File: src/rtl/core/mdmq_pkg.sv
// Shared types and constants for the multi-discipline message queue.
`timescale 1ns / 1ps
package mdmq_pkg;

  localparam int QUEUE_DEPTH_DEF = 16;
  localparam int ID_BITS_DEF     = 16;
  localparam int PRI_BITS_DEF    = 8;

  localparam logic [1:0] DISC_FIFO = 2'd0;
  localparam logic [1:0] DISC_LIFO = 2'd1;
  localparam logic [1:0] DISC_RAND = 2'd2;
  localparam logic [1:0] DISC_PRIO = 2'd3;

  localparam logic OP_PUSH = 1'b0;
  localparam logic OP_POP  = 1'b1;

  localparam logic [2:0] OVR_MAX = 3'd4;
  localparam logic [2:0] OVR_NONE = 3'd0;

  localparam logic [1:0] KIND_PUSH = 2'd0;
  localparam logic [1:0] KIND_POP  = 2'd1;
  localparam logic [1:0] KIND_NOP  = 2'd2;

  typedef struct packed {
    logic        op;
    logic [15:0] message_in;
    logic [7:0]  priority_in;
    logic [2:0]  discipline_override;
    logic [15:0] random_value;
  } mdmq_in_t;

  typedef struct packed {
    logic        pop_valid;
    logic [15:0] message_out;
    logic        was_empty;
    logic        overflow;
  } mdmq_out_t;

  typedef struct packed {
    logic [1:0]  kind;
    logic [1:0]  disc;
    logic [15:0] msg;
    logic [7:0]  pri;
    logic [15:0] rnd;
  } mdmq_cmd_t;

endpackage

File: src/rtl/core/mdmq_front.sv
// Front end: classifies incoming transfers and buffers them as commands.
`timescale 1ns / 1ps
module mdmq_front import mdmq_pkg::*; (
  input  logic       clk,
  input  logic       rst_n,
  input  logic       push,
  output logic       full,
  input  mdmq_in_t   in_data,
  input  logic [1:0] default_disc,
  output logic       cmd_valid,
  output mdmq_cmd_t  cmd,
  input  logic       cmd_take
);

  mdmq_cmd_t  q_r [2];
  logic       wp_r, rp_r;
  logic [1:0] cnt_r;
  mdmq_cmd_t  cls;
  logic       wr, rd;

  always_comb begin
    cls.msg  = in_data.message_in;
    cls.pri  = in_data.priority_in;
    cls.rnd  = in_data.random_value;
    cls.kind = KIND_PUSH;
    cls.disc = default_disc;
    if (in_data.op == OP_POP) begin
      if (in_data.discipline_override > OVR_MAX) begin
        cls.kind = KIND_NOP;
      end else begin
        cls.kind = KIND_POP;
        if (in_data.discipline_override != OVR_NONE) begin
          cls.disc = 2'(in_data.discipline_override - 3'd1);
        end
      end
    end
  end

  assign full      = (cnt_r == 2'd2);
  assign cmd_valid = (cnt_r != 2'd0);
  assign cmd       = q_r[rp_r];
  assign wr        = push && !full;
  assign rd        = cmd_take && cmd_valid;

  always_ff @(posedge clk) begin
    if (wr) begin
      q_r[wp_r] <= cls;
    end
    if (!rst_n) begin
      wp_r  <= 1'b0;
      rp_r  <= 1'b0;
      cnt_r <= 2'd0;
    end else begin
      if (wr) wp_r <= ~wp_r;
      if (rd) rp_r <= ~rp_r;
      cnt_r <= cnt_r + {1'b0, wr} - {1'b0, rd};
    end
  end

endmodule

File: src/rtl/core/mdmq_back.sv
// Back end: entry store, discipline selection, compaction and result buffer.
`timescale 1ns / 1ps
module mdmq_back import mdmq_pkg::*; #(
  parameter int QUEUE_DEPTH = QUEUE_DEPTH_DEF,
  parameter int ID_BITS     = ID_BITS_DEF,
  parameter int PRI_BITS    = PRI_BITS_DEF
) (
  input  logic      clk,
  input  logic      rst_n,
  input  logic      cmd_valid,
  input  mdmq_cmd_t cmd,
  output logic      cmd_take,
  output logic      empty,
  input  logic      pop,
  output mdmq_out_t out_data
);

  localparam int MSG_W = (ID_BITS < 16) ? ID_BITS : 16;
  localparam int PRI_W = (PRI_BITS < 8) ? PRI_BITS : 8;
  localparam int IDX_W = $clog2(QUEUE_DEPTH);
  localparam int CNT_W = $clog2(QUEUE_DEPTH + 1);
  localparam logic [CNT_W-1:0] DEPTH_C = CNT_W'(QUEUE_DEPTH);

  localparam logic [1:0] S_IDLE   = 2'd0;
  localparam logic [1:0] S_RAND   = 2'd1;
  localparam logic [1:0] S_SCAN   = 2'd2;
  localparam logic [1:0] S_REMOVE = 2'd3;

  logic [MSG_W-1:0]    msg_r [QUEUE_DEPTH];
  logic [PRI_W-1:0]    pri_r [QUEUE_DEPTH];
  logic [CNT_W-1:0]    count_r;
  logic [1:0]          state_r;
  logic [IDX_W-1:0]    idx_r;
  logic [CNT_W-1:0]    scan_r;
  logic [PRI_W-1:0]    best_r;
  logic [CNT_W+15:0]   prod_r;
  logic [CNT_W-1:0]    rand_hi;
  logic [PRI_W-1:0]    scan_pri;

  mdmq_out_t  ofifo_r [2];
  logic       owp_r, orp_r;
  logic [1:0] ocnt_r;
  logic       res_we, res_rd;
  mdmq_out_t  res;

  assign cmd_take = (state_r == S_IDLE) && cmd_valid && (ocnt_r != 2'd2);
  assign rand_hi  = prod_r[CNT_W+15:16];
  assign scan_pri = pri_r[scan_r[IDX_W-1:0]];

  always_comb begin
    res_we = 1'b0;
    res    = '0;
    if (cmd_take) begin
      if (cmd.kind == KIND_PUSH) begin
        res_we        = 1'b1;
        res.overflow  = (count_r == DEPTH_C);
        res.was_empty = (count_r == '0);
      end else if (cmd.kind != KIND_POP || count_r == '0) begin
        res_we = 1'b1;
      end
    end else if (state_r == S_REMOVE) begin
      res_we          = 1'b1;
      res.pop_valid   = 1'b1;
      res.message_out = 16'(msg_r[idx_r]);
    end
  end

  always_ff @(posedge clk) begin
    if (cmd_take && cmd.kind == KIND_PUSH && count_r != DEPTH_C) begin
      msg_r[count_r[IDX_W-1:0]] <= cmd.msg[MSG_W-1:0];
      pri_r[count_r[IDX_W-1:0]] <= cmd.pri[PRI_W-1:0];
    end
    if (state_r == S_REMOVE) begin
      for (int i = 0; i < QUEUE_DEPTH - 1; i++) begin
        if (IDX_W'(i) >= idx_r) begin
          msg_r[i] <= msg_r[i+1];
          pri_r[i] <= pri_r[i+1];
        end
      end
    end
    if (cmd_take) begin
      prod_r <= (CNT_W+16)'(count_r) * (CNT_W+16)'(cmd.rnd);
      best_r <= pri_r[0];
      scan_r <= CNT_W'(1);
      unique case (cmd.disc)
        DISC_LIFO: idx_r <= IDX_W'(count_r - CNT_W'(1));
        default:   idx_r <= '0;
      endcase
    end
    if (state_r == S_RAND) begin
      idx_r <= (rand_hi >= count_r) ? IDX_W'(count_r - CNT_W'(1)) : IDX_W'(rand_hi);
    end
    if (state_r == S_SCAN && scan_r < count_r) begin
      scan_r <= scan_r + CNT_W'(1);
      if (scan_pri > best_r) begin
        best_r <= scan_pri;
        idx_r  <= scan_r[IDX_W-1:0];
      end
    end
    if (res_we) begin
      ofifo_r[owp_r] <= res;
    end
    if (!rst_n) begin
      state_r <= S_IDLE;
      count_r <= '0;
      owp_r   <= 1'b0;
      orp_r   <= 1'b0;
      ocnt_r  <= 2'd0;
    end else begin
      if (res_we) owp_r <= ~owp_r;
      if (res_rd) orp_r <= ~orp_r;
      ocnt_r <= ocnt_r + {1'b0, res_we} - {1'b0, res_rd};
      unique case (state_r)
        S_IDLE: begin
          if (cmd_take) begin
            if (cmd.kind == KIND_PUSH) begin
              if (count_r != DEPTH_C) count_r <= count_r + CNT_W'(1);
            end else if (cmd.kind == KIND_POP && count_r != '0) begin
              unique case (cmd.disc)
                DISC_RAND: state_r <= S_RAND;
                DISC_PRIO: state_r <= S_SCAN;
                default:   state_r <= S_REMOVE;
              endcase
            end
          end
        end
        S_RAND: state_r <= S_REMOVE;
        S_SCAN: begin
          if (scan_r >= count_r) state_r <= S_REMOVE;
        end
        S_REMOVE: begin
          count_r <= count_r - CNT_W'(1);
          state_r <= S_IDLE;
        end
        default: state_r <= S_IDLE;
      endcase
    end
  end

  assign empty    = (ocnt_r == 2'd0);
  assign res_rd   = pop && !empty;
  assign out_data = ofifo_r[orp_r];

  a_count_bound: assert property (@(posedge clk) disable iff (!rst_n)
    count_r <= DEPTH_C) else $error("entry count above depth");
  a_remove_nonempty: assert property (@(posedge clk) disable iff (!rst_n)
    state_r == S_REMOVE |-> count_r != '0) else $error("removal from empty store");
  a_remove_index: assert property (@(posedge clk) disable iff (!rst_n)
    state_r == S_REMOVE |-> CNT_W'(idx_r) < count_r) else $error("removal index out of range");
  a_ofifo_room: assert property (@(posedge clk) disable iff (!rst_n)
    res_we |-> (ocnt_r != 2'd2 || res_rd)) else $error("result buffer overrun");

endmodule

File: src/rtl/core/multi_discipline_message_queue.sv
// Top level of the multi-discipline message queue.
// Input channel: in_data carries a push or pop request; it transfers on a clock edge
// with push high and full low. A command buffer of two entries sits behind it.
// Result channel: out_data holds the oldest result while empty is low; it transfers
// on a clock edge with pop high. Every request gives exactly one result.
// Config: cfg_we writes cfg_data as the default pop discipline (fifo, lifo,
// random, priority); write it only while the block is idle.
// Back end: a push, an invalid pop or a pop of an empty queue is resolved as
// the back end takes it; fifo and lifo pops then go to removal, random pops
// multiply on take, then clamp before removal, and priority pops first run the
// one-entry-per-cycle priority scan. Removal compacts the store. A request is
// registered in the command buffer, and its result then in the result buffer.
// Reset (rst_n low, synchronous) empties the store and both buffers and sets
// the default discipline to fifo. When the receiver stalls, two results wait;
// then the back end stops and the command buffer fills and raises full.
`timescale 1ns / 1ps
module multi_discipline_message_queue import mdmq_pkg::*; #(
  parameter int QUEUE_DEPTH = QUEUE_DEPTH_DEF,
  parameter int ID_BITS     = ID_BITS_DEF,
  parameter int PRI_BITS    = PRI_BITS_DEF
) (
  input  logic       clk,
  input  logic       rst_n,
  input  logic       push,
  output logic       full,
  input  mdmq_in_t   in_data,
  output logic       empty,
  input  logic       pop,
  output mdmq_out_t  out_data,
  input  logic       cfg_we,
  input  logic [1:0] cfg_data
);

  logic [1:0] default_disc_r;
  logic       cmd_valid, cmd_take;
  mdmq_cmd_t  cmd;

  always_ff @(posedge clk) begin
    if (!rst_n) begin
      default_disc_r <= DISC_FIFO;
    end else if (cfg_we) begin
      default_disc_r <= cfg_data;
    end
  end

  mdmq_front u_front (
    .clk          (clk),
    .rst_n        (rst_n),
    .push         (push),
    .full         (full),
    .in_data      (in_data),
    .default_disc (default_disc_r),
    .cmd_valid    (cmd_valid),
    .cmd          (cmd),
    .cmd_take     (cmd_take)
  );

  mdmq_back #(
    .QUEUE_DEPTH (QUEUE_DEPTH),
    .ID_BITS     (ID_BITS),
    .PRI_BITS    (PRI_BITS)
  ) u_back (
    .clk       (clk),
    .rst_n     (rst_n),
    .cmd_valid (cmd_valid),
    .cmd       (cmd),
    .cmd_take  (cmd_take),
    .empty     (empty),
    .pop       (pop),
    .out_data  (out_data)
  );

endmodule

File: config.mk
export PLATFORM = sky130hd
export DESIGN_NAME = multi_discipline_message_queue
export DESIGN_NICKNAME = d
export VERILOG_FILES = /design/src/rtl/core/mdmq_pkg.sv /design/src/rtl/core/mdmq_front.sv /design/src/rtl/core/mdmq_back.sv /design/src/rtl/core/multi_discipline_message_queue.sv
export SDC_FILE = /design/constraint.sdc
export NUM_CORES = 1
export LEC_CHECK = 0
export BUFFER_PORTS_ARGS = -buffer_cell sky130_fd_sc_hd__buf_2
export CORE_MARGIN = 2
export CORE_UTILIZATION = 51
export CTS_BUF_LIST = sky130_fd_sc_hd__clkbuf_2 sky130_fd_sc_hd__clkbuf_4 sky130_fd_sc_hd__clkbuf_8
export DETAILED_ROUTE_END_ITERATION = 16
export GPL_ROUTABILITY_DRIVEN = 0
export PLACE_DENSITY = 0.67
export SKIP_LAST_GASP = 1
export SLEW_MARGIN = 5
export SYNTH_ARGS = -nofsm -noshare
export SYNTH_HDL_FRONTEND = slang
export SYNTH_SLANG_ARGS = --single-unit
File: constraint.sdc
create_clock -name clk -period 15.8 [get_ports clk]
set_clock_uncertainty 0.15 [all_clocks]
set_input_delay 3.16 -clock clk [delete_from_list [all_inputs] [get_ports clk]]
set_output_delay 3.16 -clock clk [all_outputs]
set_load 0.005 [all_outputs]
==> run summary, run 1 <==
The run finished with clean final reports. The net count after synthesis was 2375. The worst hold path terminates at u_back.best_r[6]$_DFF_P_. The core region is 53700 um^2. After clock tree synthesis, the clock-pin slew on the worst setup and hold paths is 0.06 ns. The endpoint identified for the worst register-to-register timing path is u_back.prod_r[18]$_DFFE_PP_. The HPWL reported at the end of detailed placement is 42400 um. The setup slack on the worst flop-to-flop path is 10.47 ns. Summed over all layers, the global routing overflow is 0. STA classifies the critical path endpoint as an output port.

The worst setup path is of the reg -> out kind. From synthesis to final layout, the design area changed by 11.3%. After detailed routing, the total wire length is 68900 um. The initial utilization of the core area, before any placement, comes to 51.5%. The floorplan step defined a die boundary enclosing 56100 um^2. In this run the static leakage power is 11.3 nW. The final count of hold timing violations is 0. The cell sitting at the root of the clock tree is a clkbuf_8. In this run the worst path has a maximum fanout of 19. In this run the tool buffered the top-level ports with 71 buffer cells. The tools report the post-route DRC violation count as 0. The measured slew at the worst slew-check pin was 1.13 ns; the average wire per cell in the routed design was 22.5 um. The detailed-router iteration count before antenna repair came out at 6.

The number of warnings reported in the yosys synthesis log was 0; the level count of the clock H-tree was 3. Setup violations remaining at the end of the flow were counted as 0. Entering global routing, the biggest net connects 52 pins. Setup repair after global routing left no endpoint under its margin. The detailed router placed 18300 vias in this run. The number of hold buffers added after CTS was 0. Across the run, the number of max-cap violations was 0.

The cell area power density is 164 nW/um^2, and the average cell area after synthesis is 12.4 um^2. Based on the critical path, the design can be clocked at up to 0.183 GHz. The count of distinct cell types in the synthesized netlist is 59.

The share of flip-flops with an asynchronous set or reset after synthesis works out to 0%. The clock reaches the later pin of the worst-skew pair after 0.69 ns. The run gives 12.49 ns as the required time reported for the critical path endpoint. In this run, synthesis produced a sequential element count of 555. After detailed placement, the design holds a cell count of 2890.

For this design the top-level I/O count stands at 72. The clock drives 555 sinks. The worst pin sits at a relative slew slack of 24.4%. Row generation in the floorplan step produced 85 rows. For this run, the register share of the synthesized area comes to 59.0%. The global-route wire length before repair is 106000 um, and the layout cell share with drive strength beyond 1 is 20.0%. Number of vias per cell: 5.97. The design draws 0.00506 W.

The worst hold path stage count was 2. The count of cells resized by post-cts repair was 0; the worst IR drop on VDD was 82.9 uV. The top flip-flop cell by instance count after synthesis was edfxtp_1. The tools report the worst hold path startpoint as u_back.best_r[6]$_DFF_P_. The number of enable flip-flop cells after synthesis is 520, and the number of buffers inserted during clock tree synthesis is 92.

The tools report the number of antenna violations at the first check in global routing as 2. The die is 237 um tall. The tightest hold path in the finished design has a slack of 0.330 ns.

The clock passes through at most 3 buffers. The die is 237 um wide. For the number of global-route vias before repair, the log shows 18300.

The detailed router finished its first iteration with 1810 violations. TritonCTS built the clock tree. The run gives 2223 as the cell count after synthesis. Summed over all failing endpoints, the final setup total negative slack is 0 ns.

The net count of the finished layout is 2440. The tools report the number of non-filler instances in the completed layout as 3059. The number of max-slew violations in the final report is 0, and the minimum clock period after layout is 5.47 ns. The worst setup path is launched from a flip-flop. The detail route stage leaves a number of antenna-violating nets equal to 0.

For the critical path arrival, the log shows 2.16 ns. The depth of the worst register-to-register path works out to 15. The run gives 0 as the count of buffers added by post-CTS timing repair for setup. The cell area after technology mapping is 27700 um^2. For the overall global routing resource usage, the log shows 24.9%.

The worst path uses 34.6% of the clock period. Path category of the worst min-delay check: reg -> reg.
==> how the worst max path moves through the flow <==
stage | from | endpoint | slack, ns | cells after the start
2_1_floorplan | push | u_front.q_r[0][0]$_DFFE_PP_ | 10.11 | 2
3_3_place_gp | u_back.count_r[2]$_SDFFE_PN0P_ | u_back.prod_r[18]$_DFFE_PP_ | 10.57 | 14
3_5_place_dp | flip-flop | u_back.prod_r[19]$_DFFE_PP_ | 10.47 | 15
4_1_cts | flip-flop | out_data[14] | 10.23 | 2
5_1_grt | flip-flop | u_back.prod_r[19]$_DFFE_PP_ | 10.08 | 15
6_report | flip-flop | out_data[14] | 10.33 | 2
==> cell families after synthesis <==
logic type,share of synthesized area (%)
flip-flops,59.0
AO/OA/AOI/OAI,8.98
AND/OR/NAND/NOR,9.24
XOR/XNOR,0.634
multiplexers,12.5
adder cells (fa/ha/maj),5.68
buffers and inverters,3.96
==> synthesized netlist by cell type (31+ instances only) <==
cell type / number / share of area [%]
edfxtp_1: 520 / 56
inv_1: 107 / 1.5
o21ai_0: 31 / 0.56
nor2_1: 457 / 6.2
mux4_2: 119 / 9.7
dfxtp_1: 35 / 2.5
clkbuf_1: 101 / 1.4
mux2i_1: 47 / 1.7
ha_1: 60 / 2.7
a21oi_1: 377 / 6.8
nand2_1: 60 / 0.81
buf_2: 53 / 0.96
fa_1: 41 / 3.0
==> routing by layer <==
metal	GRT usage, %	wire length [um]
met5	0	0
met4	7.92	1560
met3	4.95	6350
met2	41.1	33100
met1	33.3	27900
==> sequential cells by signal, indices dropped and copies added, names as in the netlist, 5 cells and up, named ones only <==
| name | flops |
|---|---|
| u_back.msg_r | 256 |
| u_back.count_r | 5 |
| u_back.best_r | 8 |
| u_back.prod_r | 5 |
| u_back.scan_r | 5 |
| u_front.q_r | 88 |
| u_back.pri_r | 128 |
| u_back.ofifo_r | 38 |
==> layout by cell type (no fill, tap or decap), drive strengths merged, types with 36 or more instances in the layout <==
| cell | synthesis | final |
|---|---|---|
| clkinv | 2 | 38 |
| nand2 | 60 | 60 |
| o21ai | 36 | 36 |
| a21oi | 377 | 377 |
| clkbuf | 102 | 118 |
| fa | 41 | 41 |
| mux2i | 47 | 47 |
| inv | 108 | 110 |
| nor2 | 458 | 458 |
| ha | 60 | 60 |
| edfxtp | 520 | 520 |
| mux4 | 119 | 119 |
| buf | 59 | 132 |
==> cell type report <==
type / count / area [um^2]
multi-input cells: 1397 / 10400
well taps: 696 / 871
flip-flops and latches: 555 / 16300
diodes: 1 / 2.50
inverters: 110 / 413
clock buffers: 118 / 1490
clock inverters: 50 / 489
repair buffers: 132 / 813
fillers: 4325 / 22900
==> where the power goes <==
| part | switching, W | internal [W] |
|---|---|---|
| Sequential | 0.000148 | 0.00192 |
| Combinational | 0.000930 | 0.000690 |
| Clock | 0.000596 | 0.000771 |
| Total | 0.00167 | 0.00338 |
==> stage by stage <==
stage               utilization [%]  setup slack, ns  cell area [um^2]
finish                         57.3            10.33             30800
CTS                            57.3            10.23             30800
global route                   57.3            10.08             30800
floorplan                         -            10.11             27700
detailed placement             53.6            10.47             28800
global placement               53.6            10.57             28800
==> critical path: stages (launching register included) <==
cell and delay [ns]:
dfxtp_1 0.88, mux2_2 0.43, buf_2 0.14
Note: power is estimated with default switching activity, not from simulation.
==> run 2, diff against run 1 <==
--- a/config.mk
+++ b/config.mk
@@ -5,6 +5,7 @@
 export SDC_FILE = /design/constraint.sdc
 export NUM_CORES = 1
 export LEC_CHECK = 0
+export ABC_AREA = 1
 export BUFFER_PORTS_ARGS = -buffer_cell sky130_fd_sc_hd__buf_2
 export CORE_MARGIN = 2
 export CORE_UTILIZATION = 51
==> constraint.sdc (replaced) <==
create_clock -name clk -period 5.07 [get_ports clk]
set_clock_uncertainty 0.15 [all_clocks]
set_input_delay 1.014 -clock clk [delete_from_list [all_inputs] [get_ports clk]]
set_output_delay 1.014 -clock clk [all_outputs]
set_load 0.005 [all_outputs]
==> run summary, run 2 <==
The number of flip-flops under the largest register name works out to 256 (unchanged). Worst path cell trace: buf_4, mux2i_1, nor2_1, fa_1, fa_1, inv_1, fa_1, inv_1, ha_1, a21o_1, a21oi_1, nand2_1, o21ai_0, nand2_1, nand2_1, nand2_1 (was mux2_2, buf_2). The average cell area after synthesis was 9.73 um^2 (was 12.4 um^2). Top post-synthesis cells by count: edfxtp_1, nor2_1, nand2_1, o21ai_0, a21oi_1 (was edfxtp_1, nor2_1, a21oi_1, mux4_2, inv_1). The logs give 11.0% (was 24.4%) for the tightest slew margin relative to the limit and 5.36 ns (was 12.49 ns) for the required time reported for the critical path endpoint. The tools report the sequential share of the synthesized area as 57.2% (was 59.0%).

The measured slew at the worst slew-check pin was 1.33 ns (was 1.13 ns). Counting stages on the worst path, the most repeated cell is nand2_1. The run gives 82800 um (was 68900 um) as the detailed-route wire length.

Number of vias per cell: 5.93 (was 5.97). The tools report the number of antenna violations at the first check in global routing as 0 (was 2). Setup repair after global routing left no endpoint under its margin. The count of cells resized by post-cts repair came out at 0 (unchanged). The number of max-slew violations in the final report is 0 (unchanged). The die extent in x works out to 241 um (was 237 um). Cell area after technology mapping: 28500 um^2 (was 27700 um^2). The fmax is 0.215 GHz, and the count of buffers added by post-CTS timing repair for setup is 0 (unchanged). The leakage power is 12.1 nW (was 11.3 nW). Buffer type at the clock tree root: clkbuf_8 (unchanged). The clock-pin slew on the worst setup and hold paths is 0.07 ns (was 0.06 ns), and the number of global-route vias before repair is 22200 (was 18300). The top flip-flop cell by instance count after synthesis was edfxtp_1 (unchanged). The number of enable flip-flop cells after synthesis was 520 (unchanged); the pin count of the biggest net entering global routing was 113 (was 52).

The critical path arrival was 4.93 ns (was 2.16 ns); the power after layout was 0.0180 W (was 0.00506 W). The clock period could shrink to 4.64 ns. The worst IR drop on VDD was 375 uV (was 82.9 uV).

Cell type with the highest aggregate area in the netlist: edfxtp_1 (unchanged). The tools report the hold buffer count at CTS as 0 (unchanged). The number of non-filler instances in the completed layout was 3810 (was 3059); the number of synthesized register bits was 555 (unchanged). Violation count after the first detailed-route iteration: 2445 (was 1810).

The number of input and output port buffers inserted is 71 (unchanged), and the overall global routing resource usage is 28.5% (was 24.9%). The remaining antenna violation count is 0 (unchanged). The global-route wire length before repair was 125000 um (was 106000 um). Largest cells by area after synthesis: edfxtp_1, nor2_1, o21ai_0 (was edfxtp_1, mux4_2, a21oi_1). The run gives 0 (unchanged) as the count of endpoints failing setup in the final report.

For the full die area, the log shows 57900 um^2 (was 56100 um^2). The total global routing overflow was 0 (unchanged); the total buffers and inverters traversed by the critical path was 3 (was 1). The I/O pin total was 72 (unchanged); the area growth from synthesis to layout was 11.1% (was 11.3%). The most common cell after layout, fill and taps aside was edfxtp_1 (unchanged).

The most frequent cell after synthesis was edfxtp_1 (unchanged). The count of distinct cell types in the synthesized netlist was 51 (was 59). The net count after synthesis was 3086 (was 2375). For the clock latency reported for the late side of the worst-skew pair, the log shows 0.70 ns (was 0.69 ns). The share of flip-flops with an asynchronous set or reset after synthesis is 0% (unchanged). Path category of the worst min-delay check: reg -> reg (unchanged). The final-layout setup total negative slack is 0 ns (unchanged), and the clock sink count is 555 (unchanged). The number of antenna cells inserted was 0 (was 1); the layout cell share with drive strength beyond 1 was 13.4% (was 20.0%). The tools report the maximum buffer depth of the clock tree as 3 (unchanged).

The tools report the startpoint type of the worst setup path as a flip-flop (unchanged). The register ranked first by flip-flop count was u_back.msg_r (unchanged). The largest delay contributor family on the critical path is adder cells (was flip-flops).

TritonCTS built the clock tree. The post-route DRC violation count is 0 (unchanged), and the area inside the core boundary is 55200 um^2 (was 53700 um^2). The cell row count came out at 86 (was 85). Largest registers ranked by flip-flop count: u_back.msg_r (256), u_back.pri_r (128), u_front.q_r (88) (unchanged). Cell area power density: 567 nW/um^2 (was 164 nW/um^2). The average wire per cell in the routed design is 21.7 um (was 22.5 um). Commonest non-fill, non-tap cells in the layout: edfxtp_1, nor2_1, nand2_1 (was edfxtp_1, nor2_1, a21oi_1).

The final count of hold timing violations was 0 (unchanged). For the number of maximum-capacitance constraint violations, the log shows 0 (unchanged). The biggest fanout along the worst timing path works out to 14 (was 19). The number of cells after detailed placement is 3643 (was 2890). The run finished with clean final reports. The logs give 6 (unchanged) for the detailed-router iteration count before antenna repair and 22600 (was 18300) for the routed via count. Count of nets after finishing: 3140 (was 2440). The tools report the category of the worst setup path capture point as a flip-flop (was an output port). The run gives 2934 (was 2223) as the cell count after synthesis.

The level count of the clock H-tree is 3 (unchanged). In the finished design, the share of the clock period the worst path needs comes to 91.6%. The area fraction of the dominant cell type after synthesis works out to 54.7% (was 56.5%).

The number of buffers inserted during clock tree synthesis is 91 (was 92). HPWL reported at the end of detailed placement: 49800 um (was 42400 um). The number of warnings reported in the yosys synthesis log was 0 (unchanged); the die height was 241 um (was 237 um). The run gives 51.7% (was 51.5%) as the starting density of the core. Start-to-end type of the worst setup path: reg -> reg (was reg -> out).

The cell with the biggest individual delay on the critical path is fa_1 (was dfxtp_1). The critical path's largest stage delay was 0.56 ns (was 0.88 ns).
run 2: changes by cell type after synthesis, moves of 26 or more:
cell / delta
nor2_1: +26
nand3_1: +71
o221ai_1: +47
mux4_2: -119
or2_2: +37
inv_1: +124
a21oi_1: -122
o21ai_0: +322
mux2i_1: -36
buf_2: +38
clkbuf_1: -26
o211ai_1: +38
nand2_1: +344
run 2: logic make-up after synthesis:
logic type / Yosys count / synth area share [%]
buffers and inverters: 433 / 6.36
DFF: 555 / 57.2
and+or+nand+nor: 1041 / 14.7
muxes: 30 / 1.14
AOI/OAI and AO/OA: 765 / 14.8
xor gates and xnor gates: 9 / 0.276
adders and majority gates: 101 / 5.51
run 2: through the flow:
step / setup WS (ns) / util, % / hold WS [ns] / area (um^2)
floorplan: 0.728 / - / 0.275 / 28500
global placement: 0.525 / 54.1 / 0.287 / 29900
detailed placement: 0.461 / 54.1 / 0.293 / 29900
CTS: 0.437 / 57.4 / 0.295 / 31700
global route: 0.0903 / 57.4 / 0.325 / 31700
finish: 0.426 / 57.4 / 0.300 / 31700
run 2: layout make-up:
class | count | area [um^2]
clock buffers | 123 | 1530
clock inverters | 44 | 305
fillers | 4699 | 23500
inverters | 242 | 910
multi-input cells | 1946 | 10700
flip-flops and latches | 555 | 16300
well taps | 748 | 936
repair buffers | 152 | 976
run 2: final timing paths:
kind	depth (start not counted)	endpoint	slack [ns]	start
setup / recovery	16	u_back.prod_r[16]$_DFFE_PP_	0.43	flip-flop
hold / removal	1	flip-flop	0.30	u_front.rp_r$_SDFFE_PN0P_
setup reg to reg	16	u_back.prod_r[16]$_DFFE_PP_	0.43	flip-flop
hold reg to reg	1	flip-flop	0.30	u_front.rp_r$_SDFFE_PN0P_
run 2: layer usage:
metal  routed length [um]  vias up  share of wire [%]  GRT usage, %
met5                    0        -                  0             0
met4                 4100        0                5.0          14.0
met3                 8010      255                9.7          5.36
met2                39100     1249                 47          47.1
met1                31600    10800                 38          36.2
li1                     -    10300                  -             -
run 2: power breakdown:
| group | leakage (nW) | total, W | internal [W] | switching [W] |
|---|---|---|---|---|
| Clock | 0.970 | 0.00399 | 0.00213 | 0.00186 |
| Combinational | 6.07 | 0.00722 | 0.00221 | 0.00502 |
| Sequential | 5.03 | 0.00677 | 0.00637 | 0.000400 |
